File: src/rtl/bia_pkg.sv
// Shared operation codes and control types for the bit-vector integer ALU.
package bia_pkg;

  localparam logic [3:0] OP_ADD = 4'd0;
  localparam logic [3:0] OP_SUB = 4'd1;
  localparam logic [3:0] OP_MUL = 4'd2;
  localparam logic [3:0] OP_DIV = 4'd3;
  localparam logic [3:0] OP_EQ  = 4'd4;
  localparam logic [3:0] OP_NE  = 4'd5;
  localparam logic [3:0] OP_GT  = 4'd6;
  localparam logic [3:0] OP_LT  = 4'd7;
  localparam logic [3:0] OP_GE  = 4'd8;
  localparam logic [3:0] OP_LE  = 4'd9;

  localparam int unsigned OUT_W = 32;

  // Control that travels with each request down the back end
  typedef struct packed {
    logic vld;
    logic is_div;
    logic flag;
  } bia_ctl_t;

endpackage

File: src/rtl/bia_outq.sv
// Result queue: memory plus output register presented on the pop side.
module bia_outq import bia_pkg::*; #(
  parameter int unsigned WIDTH = 32,
  parameter int unsigned DEPTH = 64
) (
  input  logic             clk,
  input  logic             rst_n,
  input  bia_ctl_t         b_ctl,
  input  logic [WIDTH-1:0] b_word,
  input  logic             out_pop,
  output logic             out_empty,
  output logic [31:0]      out_result_word,
  output logic             out_compare_flag,
  output logic             pop_acc
);

  localparam int unsigned AW = $clog2(DEPTH);

  logic [OUT_W:0]  mem [0:DEPTH-1];
  logic [AW-1:0]   wp_r, rp_r;
  logic [AW:0]     cnt_r, cnt_nxt;
  logic            ov_r, load;
  logic [OUT_W:0]  o_r;

  assign pop_acc = out_pop && ov_r;
  assign load    = (cnt_r != '0) && (!ov_r || pop_acc);

  always_comb begin
    cnt_nxt = cnt_r;
    if (b_ctl.vld && !load) cnt_nxt = cnt_r + 1'b1;
    else if (!b_ctl.vld && load) cnt_nxt = cnt_r - 1'b1;
  end

  // Write side
  always_ff @(posedge clk) begin
    if (b_ctl.vld) mem[wp_r] <= {OUT_W'(b_word), b_ctl.flag};
  end

  // Registered read into the output register
  always_ff @(posedge clk) begin
    if (load) o_r <= mem[rp_r];
  end

  always_ff @(posedge clk) begin
    if (!rst_n) begin
      wp_r  <= '0;
      rp_r  <= '0;
      cnt_r <= '0;
      ov_r  <= 1'b0;
    end else begin
      if (b_ctl.vld) wp_r <= wp_r + 1'b1;
      if (load) rp_r <= rp_r + 1'b1;
      cnt_r <= cnt_nxt;
      if (load) ov_r <= 1'b1;
      else if (pop_acc) ov_r <= 1'b0;
    end
  end

  assign out_empty        = !ov_r;
  assign out_result_word  = o_r[OUT_W:1];
  assign out_compare_flag = o_r[0];

endmodule

File: config.mk
export PLATFORM = sky130hd
export DESIGN_NAME = bia_outq
export DESIGN_NICKNAME = d
export VERILOG_FILES = /design/src/rtl/bia_pkg.sv /design/src/rtl/bia_outq.sv
export SDC_FILE = /design/constraint.sdc
export NUM_CORES = 2
export LEC_CHECK = 0
export ABC_AREA = 1
export ABC_CLOCK_PERIOD_IN_PS = 5200
export BUFFER_PORTS_ARGS = -buffer_cell sky130_fd_sc_hd__buf_4
export CORE_UTILIZATION = 40
export DETAILED_ROUTE_END_ITERATION = 7
export HOLD_SLACK_MARGIN = 0.05
export PLACE_DENSITY_LB_ADDON = 0.05
export SYNTH_ARGS = -nofsm -noshare
export SYNTH_HDL_FRONTEND = slang
export SYNTH_SLANG_ARGS = --single-unit
File: constraint.sdc
create_clock -name clk -period 5.2 [get_ports clk]
set_input_delay 0.26 -clock clk [delete_from_list [all_inputs] [get_ports clk]]
set_output_delay 0.26 -clock clk [all_outputs]
set_load 0.01 [all_outputs]
==> run metrics <==
largest net degree at the start of global routing=around 160; Initial DRT Pass Iterations=5; Final Hold Violating Endpoints=0; Vias/cell=5.15; Port Buf Inserts=71; Peak Freq=268 MHz; Worst VDD drop=0.438 mV; core box area=around 220000 sq um; most frequent cells in the layout=2667 x nand2_1, 2145 x edfxtp_1, 886 x nand3_1; Routed Antenna Nets=0; Die W=474 microns; pwr/cell area=471 nW/um^2; Reg2Reg Capture Point=o_r[18]; Data arrival, critical path=4340 ps; CTS tree=built; Crit Path Max Fanout=162; worst slew pin tran=1160 ps; gpl congestion=0.774; Crit Path Class=flip-flop to flip-flop; Layout area overhead=12.8%; most common cell after layout, fill and taps aside=nand2_1; clk buf depth=3; R2R cell count=10; Top Ports=73; drt total wl=268000 microns; period utilisation layout=71.6%; max-cap violations=0; clock sinks=approximately 2200; Critical Path Start Type=flip-flop; htree depth=4; Final Non-Filler Cells=around 11000; RSZ-0062 raised after global routing=no; fillers=20393; initial drt markers=5035; max_slew headroom=around 23%; Synth Area per Inst=11.2 sq um; Mapped Area=between 80000 and 90000 sq um; global-route wire length before repair=around 390000 microns; initial antenna violation count=13; Tmin final=~3700 ps; CTS Buf Count=between 200 and 250; #FFs+latches synth=~2200; R2R Setup Slk=1470 ps; Hold Crit Class=input port to flip-flop; worst-skew pair later-pin latency=880 ps; Final Max Slew Viols=0; Worst setup EP type=flip-flop; nets@finish=approximately 8000; Rows=approximately 170; Syn Nets=8014; WHS Path Cells=5; placed insts=10681; hold endpoint=ov_r; post-synthesis cell type count=28; setup tns final=0 ps; CTS root buffer=clkbuf_16; die height=474 microns; Seq/Total Area, Yosys=~73%; routed len/inst=24.1 microns; skew final=between 30 and 40 ps; GR Util All Layers=23.8%; initial cell density of the core=40.4%; Post-DP HPWL=between 100000 and 150000 microns; number of synthesis warnings=0; clk slew on worst S/H paths=60 ps; # DRC=0; total number of vias=roughly 57000; outcome=finished, final reports clean; vias in the first global route=between 50000 and 60000; FF-to-FF Start=rp_r[0]; die area=around 220000 sq um; setup violators final=0; P_leak=37.2 nW; cts repair resizes=0; CP Data Required Time=5820 ps; Mapped Cells=7966; beginning of the worst hold path=out_pop; layout cells sized above 1=~7.3%; gr ovfl total=0
## per-stage QoR
step / worst slack, ps / instance area [sq um] / power (mW) / hold WS, ps / util (%)
after floorplan: 1550 / 89000 / 27.9 / 359 / -
after global placement: 1420 / 93000 / 32.0 / 484 / 42.2
after detailed placement: 1420 / 93000 / 32.0 / 491 / 42.2
after CTS: 1410 / 100000 / 47.8 / 207 / 45.6
after global routing: 1230 / 100000 / 49.7 / 252 / 45.6
final: 1470 / 100000 / 47.3 / 272 / 45.6
## how the worst max path moves through the flow
stage | start | end | slack [ps] | cells after the start
detailed placement | rp_r[0] | o_r[18] | 1420 | 10
finish | rp_r[0] | o_r[18] | 1470 | 10
global placement | rp_r[0] | o_r[18] | 1420 | 10
floorplan | wp_r[0] | mem[39][0] | 1550 | 5
CTS | rp_r[0] | o_r[18] | 1410 | 10
global route | rp_r[0] | o_r[9] | 1230 | 10
## cells by family (layout without fill, tap and decap cells)
logic type,Yosys count,in the layout,synth area share (%)
AO/OA/AOI/OAI,474,474,2.68
XOR/XNOR,8,8,0.0787
adder cells (fa/ha/maj),10,10,0.149
buffers and inverters,814,1026,4.03
flip-flops,2165,2165,72.8
other,0,4,0
AND/OR/NAND/NOR,4495,4495,20.3
## critical path: stages, from the launching register on
cell,delay [ps]
dfxtp_4,1020
clkinv_16,660
buf_4,540
nand2_1,130
nand3_1,70
nand3_1,120
nand2_1,50
nor2_1,260
nand2_1,230
nand3_1,250
nand2_1,80
## cell usage after synthesis
cell type,n,area (sq um)
clkinv_1,1,3.75
nand2_1,2668,10000
nor2_1,907,3400
buf_4,34,255
inv_1,361,1360
o21ai_1,6,30.0
nor3_1,10,50.1
ha_1,9,113
xnor2_1,1,8.76
edfxtp_1,2145,64400
a21o_1,2,15.0
nand3_1,886,4430
o211ai_1,2,15.0
a21oi_1,147,736
inv_6,1,8.76
a21oi_2,1,8.76
dfxtp_1,20,400
a41oi_1,1,8.76
inv_2,3,11.3
buf_2,223,1120
buf_6,15,169
buf_8,1,15.0
fa_1,1,20.0
xor2_1,7,61.3
or2_2,24,150
buf_1,35,131
o21ai_0,315,1580
clkbuf_1,140,526
## layout make-up
class / count / area (sq um) / area share, %
Sequential cell: 2165 / 64800 / 64.5
Multi-Input combinational cell: 4987 / 21100 / 21.0
Clock buffer: 308 / 6170 / 6.15
Tap cell: 2958 / 3700 / 3.68
Timing Repair Buffer: 241 / 2220 / 2.21
Inverter: 366 / 1430 / 1.42
Clock inverter: 111 / 946 / 0.942
Antenna cell: 4 / 10.0 / 0.00997
## power by group
group	switching [mW]	total, mW	internal (mW)
Combinational	8.43	11.6	3.21
Sequential	0.362	19.9	19.5
Clock	6.79	15.8	9.00
Total	15.6	47.3	31.7
## state kept, by name, indices dropped and copies added, names as in the netlist
| signal | count |
|---|---|
| cnt_r | 7 |
| ov_r | 1 |
| rp_r | 6 |
| o_r | 33 |
| wp_r | 6 |
| mem | 2112 |
## per-layer routing
metal,global-route usage (%),share of wire (%)
met4,5.73,2.1
met2,38.3,47
met3,3.53,5.5
met1,33.9,45
met5,0,0.0048
## repair_timing
item,in CTS,in global routing
hold buffers,36,0
setup buffers,0,0
hold endpoints to repair,2061,0
Note: power is estimated with default switching activity, not from simulation.
