**config.mk**
```make
export PLATFORM = sky130hd
export DESIGN_NAME = bia_front
export DESIGN_NICKNAME = d
export VERILOG_FILES = /design/src/rtl/bia_pkg.sv /design/src/rtl/bia_front.sv
export SDC_FILE = /design/constraint.sdc
export NUM_CORES = 1
export LEC_CHECK = 0
export BUFFER_PORTS_ARGS = -buffer_cell sky130_fd_sc_hd__buf_2
export CORE_MARGIN = 5
export CORE_UTILIZATION = 50
export DETAILED_ROUTE_END_ITERATION = 6
export PLACE_DENSITY = 0.74
export SKIP_CTS_REPAIR_TIMING = 1
export SLEW_MARGIN = 5
export SYNTH_ARGS = -nofsm -noshare
export SYNTH_HDL_FRONTEND = slang
export SYNTH_SLANG_ARGS = --single-unit
```
**constraint.sdc**
```tcl
create_clock -name clk -period 17.4 [get_ports clk]
set_clock_uncertainty 0.1 [all_clocks]
set_input_delay 3.48 -clock clk [delete_from_list [all_inputs] [get_ports clk]]
set_output_delay 3.48 -clock clk [all_outputs]
set_load 0.01 [all_outputs]
```
**src/rtl/bia_pkg.sv**
```systemverilog
// Shared operation codes and control types for the bit-vector integer ALU.
package bia_pkg;

  localparam logic [3:0] OP_ADD = 4'd0;
  localparam logic [3:0] OP_SUB = 4'd1;
  localparam logic [3:0] OP_MUL = 4'd2;
  localparam logic [3:0] OP_DIV = 4'd3;
  localparam logic [3:0] OP_EQ  = 4'd4;
  localparam logic [3:0] OP_NE  = 4'd5;
  localparam logic [3:0] OP_GT  = 4'd6;
  localparam logic [3:0] OP_LT  = 4'd7;
  localparam logic [3:0] OP_GE  = 4'd8;
  localparam logic [3:0] OP_LE  = 4'd9;

  localparam int unsigned OUT_W = 32;

  // Control that travels with each request down the back end
  typedef struct packed {
    logic vld;
    logic is_div;
    logic flag;
  } bia_ctl_t;

endpackage

```
**src/rtl/bia_front.sv**
```systemverilog
// Front end: accepts requests, classifies the op and evaluates every op but divide.
module bia_front import bia_pkg::*; #(
  parameter int unsigned WIDTH = 32,
  parameter int unsigned CREDITS = 64
) (
  input  logic             clk,
  input  logic             rst_n,
  input  logic             in_push,
  output logic             in_full,
  input  logic [3:0]       in_op,
  input  logic [31:0]      in_lhs_value,
  input  logic [31:0]      in_rhs_value,
  input  logic             pop_acc,
  output bia_ctl_t         f_ctl,
  output logic [WIDTH-1:0] f_word,
  output logic [WIDTH-1:0] f_lhs,
  output logic [WIDTH-1:0] f_rhs
);

  localparam int unsigned CW = $clog2(CREDITS + 1);

  logic [CW-1:0]    cnt_r, cnt_nxt;
  logic             acc;
  logic [WIDTH-1:0] a, b, d_ab, d_ba, word;
  logic             ge_ab, ge_ba, flag;
  bia_ctl_t         ctl_r;
  logic [WIDTH-1:0] word_r, lhs_r, rhs_r;

  // Credit count: requests taken but not yet popped
  assign in_full = (cnt_r == CW'(CREDITS));
  assign acc     = in_push && !in_full;

  always_comb begin
    cnt_nxt = cnt_r;
    if (acc && !pop_acc) cnt_nxt = cnt_r + 1'b1;
    else if (!acc && pop_acc) cnt_nxt = cnt_r - 1'b1;
  end

  // Operand sizing and the ge rule
  assign a     = WIDTH'(in_lhs_value);
  assign b     = WIDTH'(in_rhs_value);
  assign d_ab  = a - b;
  assign d_ba  = b - a;
  assign ge_ab = ~d_ab[WIDTH-1];
  assign ge_ba = ~d_ba[WIDTH-1];

  // Op decode
  always_comb begin
    word = '0;
    flag = 1'b0;
    case (in_op)
      OP_ADD: word = a + b;
      OP_SUB: word = d_ab;
      OP_MUL: word = WIDTH'(a * b);
      OP_DIV: word = '0;
      OP_EQ:  flag = ge_ab && ge_ba;
      OP_NE:  flag = !(ge_ab && ge_ba);
      OP_GT:  flag = !ge_ba;
      OP_LT:  flag = !ge_ab;
      OP_GE:  flag = ge_ab;
      OP_LE:  flag = ge_ba;
      default: ;
    endcase
  end

  always_ff @(posedge clk) begin
    if (!rst_n) begin
      cnt_r     <= '0;
      ctl_r.vld <= 1'b0;
    end else begin
      cnt_r     <= cnt_nxt;
      ctl_r.vld <= acc;
    end
    ctl_r.is_div <= (in_op == OP_DIV);
    ctl_r.flag   <= flag;
    word_r       <= word;
    lhs_r        <= a;
    rhs_r        <= b;
  end

  assign f_ctl  = ctl_r;
  assign f_word = word_r;
  assign f_lhs  = lhs_r;
  assign f_rhs  = rhs_r;

endmodule

```
==> impl_metrics.toml, run 1 <==
[synth]
ys_seq_area_frac = 0.0982
syn_area_per_cell_um2 = 8.61
synthesis.area_um2 = 21600
yosys_warnings = 0
synth_top_area_share = 0.381
synth-edff-count = 0
synth-async-reset-ratio = 0
dominantRegCellSynth = "dfxtp_1"
synth_top_cell_by_area = "fa_1"
synth_seq_cells = 106
synth.distinct_cells = 73
yosys-top-cells-area = "fa_1 (38%), ha_1 (13%), dfxtp_1 (9.8%), inv_1 (7.9%), nor2_1 (6.7%)"
synthCells = 2510
synth_nets = 3215

[clock_network]
worst_skew_pair.late_latency_ns = 0.40
cts_buffers = 9
clkSinkCount = 106
clk_path_buf_depth = 2
htree_levels = 3
tritoncts = "yes"
clock-root-buffer = "clkbuf_16"
clk_pin_slew_ns = 0.09

[worst_hold_path]
min_path_type = "reg -> reg"

[floorplan]
start_util = 0.504
die_width_um = 218
ios = 172
rows = 76
dieArea_um2 = 47500
die_y_um = 218
core_um2 = 42900

[detailed_routing]
dr.pass1.iters = 6
routed_via_density = 5.78
postRouteAntennaNets = 0
drt-total-wl_um = 77300
drc_errors = 0
num_vias = 18476
drt_iter0_markers = 1772
wl_per_cell_um = 24.2

[sta]
hold_viol = 0
rsz0062_at_grt = "false"
relSlewSlack = 0.261
fin_crit_ns = 11.99
min_period_over_period = 0.689
fmax_mhz = 83.4
fin_setup_tns_ns = 0
setup_viol = 0
worst_slew_pin_slew_ns = 1.11
slew_violations = 0

[cells_and_area]
area_growth_pct = 7.49
final_nets = 3311
diodes = 0
drive_above_1_share = 0.0850

[placement]
dp_hpwl_um = 61300
place.gp.congestion = 1.02
portBuffers = 171

[worst_setup_path]
rr_endpoint = "cnt_r[6]$_SDFFE_PN0P_"
crit_path_end = "f_word[31]$_DFF_P_"
start_kind = "primary input"
required_ns = 17.63
endpoint_kind = "flip-flop"
arrival_ns = 12.22
r2r_start = "cnt_r[2]$_SDFFE_PN0P_"
worstSetupPathType = "in -> reg"
crit_start = "in_lhs_value[5]"
r2r_cells = 13
worst-path-max-fanout = 18
ff2ff_setup_slack_ns = 14.33

[global_route]
grt_max_degree = 61
grt_pass1_wl_um = 117000
grt_pass1_vias = 19771
antenna_found_initial = 0
grtUsageTotal = 0.330
grt.overflow.total = 0

[run]
drv_cap = 0

[outcome]
status = "complete, no violations"
==> cells in the final DEF (no fill, tap or decap), types with 11 or more instances in the layout <==
cell type / instances
o31ai_1: 11
nor2b_1: 11
inv_1: 454
dfxtp_1: 106
xnor2_1: 80
buf_2: 171
fa_1: 411
ha_1: 222
a21o_1: 34
o21ai_0: 48
nor3_1: 26
nand2b_1: 14
o21bai_1: 20
buf_4: 18
nor2_1: 384
xor2_1: 29
a211oi_1: 11
o22ai_1: 17
nand2_1: 256
clkinv_1: 13
a21oi_1: 78
o21a_1: 18
nand3_1: 19
==> stage by stage <==
| step | cells | hold WS [ns] | setup slack [ns] | util | instance area [um^2] |
|---|---|---|---|---|---|
| 2_1_floorplan | 2510 | 0.364 | 6.92 | - | 21600 |
| 3_3_place_gp | 3180 | 0.377 | 5.44 | 0.535 | 22900 |
| 3_5_place_dp | 3180 | 0.405 | 5.21 | 0.535 | 22900 |
| 4_1_cts | 3196 | 0.415 | 5.60 | 0.542 | 23200 |
| 5_1_grt | 3196 | 0.431 | 5.18 | 0.542 | 23200 |
| 6_report | 3196 | 0.409 | 5.41 | 0.542 | 23200 |
==> synth_stat cells (all sizes together), types with 3 or more instances <==
| cell | number |
|---|---|
| inv | 460 |
| fa | 411 |
| nor2 | 384 |
| nand2 | 256 |
| ha | 222 |
| dfxtp | 106 |
| clkbuf | 83 |
| a21oi | 80 |
| xnor2 | 80 |
| o21ai | 53 |
| a21o | 34 |
| xor2 | 29 |
| nor3 | 26 |
| buf | 21 |
| o21bai | 20 |
| nand3 | 19 |
| o21a | 18 |
| o22ai | 17 |
| nand2b | 14 |
| clkinv | 13 |
| a211oi | 12 |
| nor2b | 11 |
| o31ai | 11 |
| and2 | 9 |
| nor4 | 8 |
| o31a | 8 |
| a31oi | 7 |
| mux2i | 7 |
| o211ai | 7 |
| or3 | 7 |
| a221oi | 6 |
| a2111oi | 5 |
| a21boi | 5 |
| and3 | 5 |
| o32ai | 5 |
| a211o | 4 |
| nand4 | 4 |
| a22oi | 3 |
| a32oi | 3 |
==> registers in the layout (all words and copies together) (netlist names) <==
| register | flops |
|---|---|
| cnt_r | 7 |
| f_rhs | 32 |
| f_lhs | 32 |
| f_ctl | 3 |
| f_word | 32 |
==> worst max-delay path: stages <==
cell	delay, ns
buf_2	0.38
clkinv_1	0.93
nor2_1	0.40
fa_1	0.46
inv_1	0.08
fa_1	0.16
inv_1	0.05
fa_1	0.48
inv_1	0.06
fa_1	0.47
inv_1	0.05
fa_1	0.50
inv_1	0.06
fa_1	0.53
inv_1	0.05
fa_1	0.50
fa_1	0.43
ha_1	0.37
a211oi_1	0.27
nor2_1	0.08
a211oi_1	0.67
nor2_1	0.08
a2111oi_0	0.84
o31ai_1	0.19
and3b_1	0.22
o31ai_1	0.21
nand2_1	0.08
a21oi_1	0.13
==> cells by family after synthesis <==
logic type               count (synthesis)  synth area share
AO/OA/AOI/OAI                          323             0.100
XOR/XNOR                               110            0.0452
adder cells (fa/ha/maj)                633             0.509
buffers and inverters                  577             0.101
flip-flops                             106            0.0982
multiplexers                             8           0.00376
AND/OR/NAND/NOR                        753             0.142
==> cell type report <==
| cell class | instances | area (um^2) |
|---|---|---|
| fillers | 3969 | 19700 |
| multi-input cells | 1827 | 17300 |
| flip-flops and latches | 106 | 2120 |
| inverters | 473 | 1780 |
| repair buffers | 189 | 991 |
| well taps | 585 | 732 |
| clock buffers | 10 | 239 |
| clock inverters | 6 | 56.3 |
==> per-layer routing <==
layer  global-route usage  wire (um)
met1                0.418      28800
met2                0.529      35000
met3               0.0727       8010
met4                0.181       5500
met5                    0          0
==> how the worst min path moves through the flow <==
stage                          startpoint               endpoint  slack (ns)  cells after the start
finish              cnt_r[6]$_SDFFE_PN0P_  cnt_r[6]$_SDFFE_PN0P_        0.41                      2
global placement    cnt_r[6]$_SDFFE_PN0P_  cnt_r[6]$_SDFFE_PN0P_        0.38                      2
CTS                 cnt_r[6]$_SDFFE_PN0P_  cnt_r[6]$_SDFFE_PN0P_        0.42                      2
floorplan           cnt_r[6]$_SDFFE_PN0P_  cnt_r[6]$_SDFFE_PN0P_        0.36                      2
detailed placement  cnt_r[6]$_SDFFE_PN0P_  cnt_r[6]$_SDFFE_PN0P_        0.40                      2
global route        cnt_r[6]$_SDFFE_PN0P_  cnt_r[6]$_SDFFE_PN0P_        0.43                      2
Power of run 1 is left out: the tool's default activity adds up to more than one toggle a clock period on the data nets, which glitch-free logic cannot reach.
==> run 2, diff against run 1 <==
==> constraint.sdc (replaced) <==
create_clock -name clk -period 11.7 [get_ports clk]
set_clock_uncertainty 0.1 [all_clocks]
set_input_delay 2.34 -clock clk [delete_from_list [all_inputs] [get_ports clk]]
set_output_delay 2.34 -clock clk [all_outputs]
set_load 0.01 [all_outputs]
==> run 2 against run 1 <==
Compared with the run above:
- global-route usage is 0.16 points higher
- via count hardly changed
- wire length is 0.42% higher
- count of clock-buffer cells in the layout is 1 higher
- final cell count is 0.47% higher
- die area stayed put
- design area is 0.42% higher
- non-clock buffer count is 15 higher
- sequential share of layout area hardly changed
- sequential cell count stayed put
==> impl_metrics.toml, run 2 (synthesis results as in run 1) <==
[placement]
portBuffers = 171
place.gp.congestion = 1.01
dp_hpwl_um = 62700

[sta]
fin_crit_ns = 10.38
setup_viol = 0
slew_violations = 0
relSlewSlack = 0.127
fmax_mhz = 96.3
min_period_over_period = 0.887
rsz0062_at_grt = "false"
fin_setup_tns_ns = 0
hold_viol = 0
worst_slew_pin_slew_ns = 1.30

[worst_setup_path]
crit_path_end = "f_word[31]$_DFF_P_"
worst-path-max-fanout = 20
r2r_cells = 13
crit_start = "in_rhs_value[4]"
r2r_start = "cnt_r[2]$_SDFFE_PN0P_"
worstSetupPathType = "in -> reg"
endpoint_kind = "flip-flop"
arrival_ns = 10.62
rr_endpoint = "cnt_r[6]$_SDFFE_PN0P_"
ff2ff_setup_slack_ns = 8.58
required_ns = 11.94
start_kind = "primary input"

[clock_network]
clk_path_buf_depth = 2
clk_pin_slew_ns = 0.08
worst_skew_pair.late_latency_ns = 0.41
clkSinkCount = 106
tritoncts = "yes"
cts_buffers = 9
htree_levels = 3
clock-root-buffer = "clkbuf_16"

[global_route]
grt_pass1_vias = 19715
grt_max_degree = 61
grt.overflow.total = 0
grtUsageTotal = 0.332
antenna_found_initial = 0
grt_pass1_wl_um = 117000

[floorplan]
start_util = 0.504
die_y_um = 218
ios = 172
rows = 76
dieArea_um2 = 47500
die_width_um = 218
core_um2 = 42900

[detailed_routing]
wl_per_cell_um = 24.2
dr.pass1.iters = 6
drc_errors = 0
postRouteAntennaNets = 0
routed_via_density = 5.76
num_vias = 18481
drt-total-wl_um = 77700
drt_iter0_markers = 2179

[outcome]
status = "complete, no violations"

[cells_and_area]
final_nets = 3326
final_cell_mix = "inv_1 (454), fa_1 (411), nor2_1 (384)"
n_fill_cell = 3956
diodes = 0
final_common_cell = "inv_1"
drive_above_1_share = 0.0899
area_growth_pct = 7.95
utilization = 0.544

[run]
drv_cap = 0

[worst_hold_path]
min_path_type = "reg -> reg"
-- run 2: worst min-delay path by stage --
stage | cells past startpoint | slack, ns | endpoint | startpoint
2_1_floorplan | 2 | 0.36 | cnt_r[6]$_SDFFE_PN0P_ | cnt_r[6]$_SDFFE_PN0P_
3_3_place_gp | 2 | 0.38 | cnt_r[6]$_SDFFE_PN0P_ | cnt_r[6]$_SDFFE_PN0P_
3_5_place_dp | 2 | 0.40 | cnt_r[6]$_SDFFE_PN0P_ | cnt_r[6]$_SDFFE_PN0P_
4_1_cts | 2 | 0.42 | cnt_r[6]$_SDFFE_PN0P_ | cnt_r[6]$_SDFFE_PN0P_
5_1_grt | 2 | 0.44 | cnt_r[6]$_SDFFE_PN0P_ | cnt_r[6]$_SDFFE_PN0P_
6_report | 2 | 0.41 | cnt_r[6]$_SDFFE_PN0P_ | cnt_r[6]$_SDFFE_PN0P_
-- run 2: cell type report --
| class | instances | area [um^2] | area share |
|---|---|---|---|
| clock buffers | 11 | 243 | 0.0104 |
| multi-input cells | 1827 | 17300 | 0.742 |
| well taps | 585 | 732 | 0.0314 |
| inverters | 473 | 1780 | 0.0761 |
| clock inverters | 5 | 37.5 | 0.00161 |
| flip-flops and latches | 106 | 2120 | 0.0910 |
| repair buffers | 204 | 1100 | 0.0473 |
-- run 2: per-stage QoR --
step	cells	area, um^2	setup WS [ns]	hold WS, ns
2_1_floorplan	2510	21600	2.36	0.364
3_3_place_gp	3195	23000	1.21	0.377
3_5_place_dp	3195	23000	1.01	0.403
4_1_cts	3211	23300	1.43	0.418
5_1_grt	3211	23300	1.10	0.444
6_report	3211	23300	1.32	0.415
-- run 2: metal layers --
layer	routed length (um)	share of wire	up-vias	GRT usage
li1	-	-	7944	-
met1	28800	0.37	9142	0.418
met2	35400	0.46	1113	0.528
met3	7700	0.099	282	0.0729
met4	5750	0.074	0	0.195
met5	0	0	-	0
-- run 2: critical path: stages --
cell and delay [ns]:
buf_2 0.20, inv_1 0.72, nor2_1 0.12, fa_1 0.52
inv_1 0.05, fa_1 0.51, fa_1 0.47, fa_1 0.55
inv_1 0.05, fa_1 0.50, inv_1 0.05, fa_1 0.53
inv_1 0.05, fa_1 0.53, fa_1 0.43, ha_1 0.36
a211oi_1 0.29, nor2_1 0.08, a211oi_1 0.66, nor2_1 0.08
a2111oi_0 0.72, o31ai_1 0.17, and3b_1 0.20, o31ai_1 0.22
nand2_1 0.08, a21oi_1 0.13
Power of run 2 is left out for the same reason.
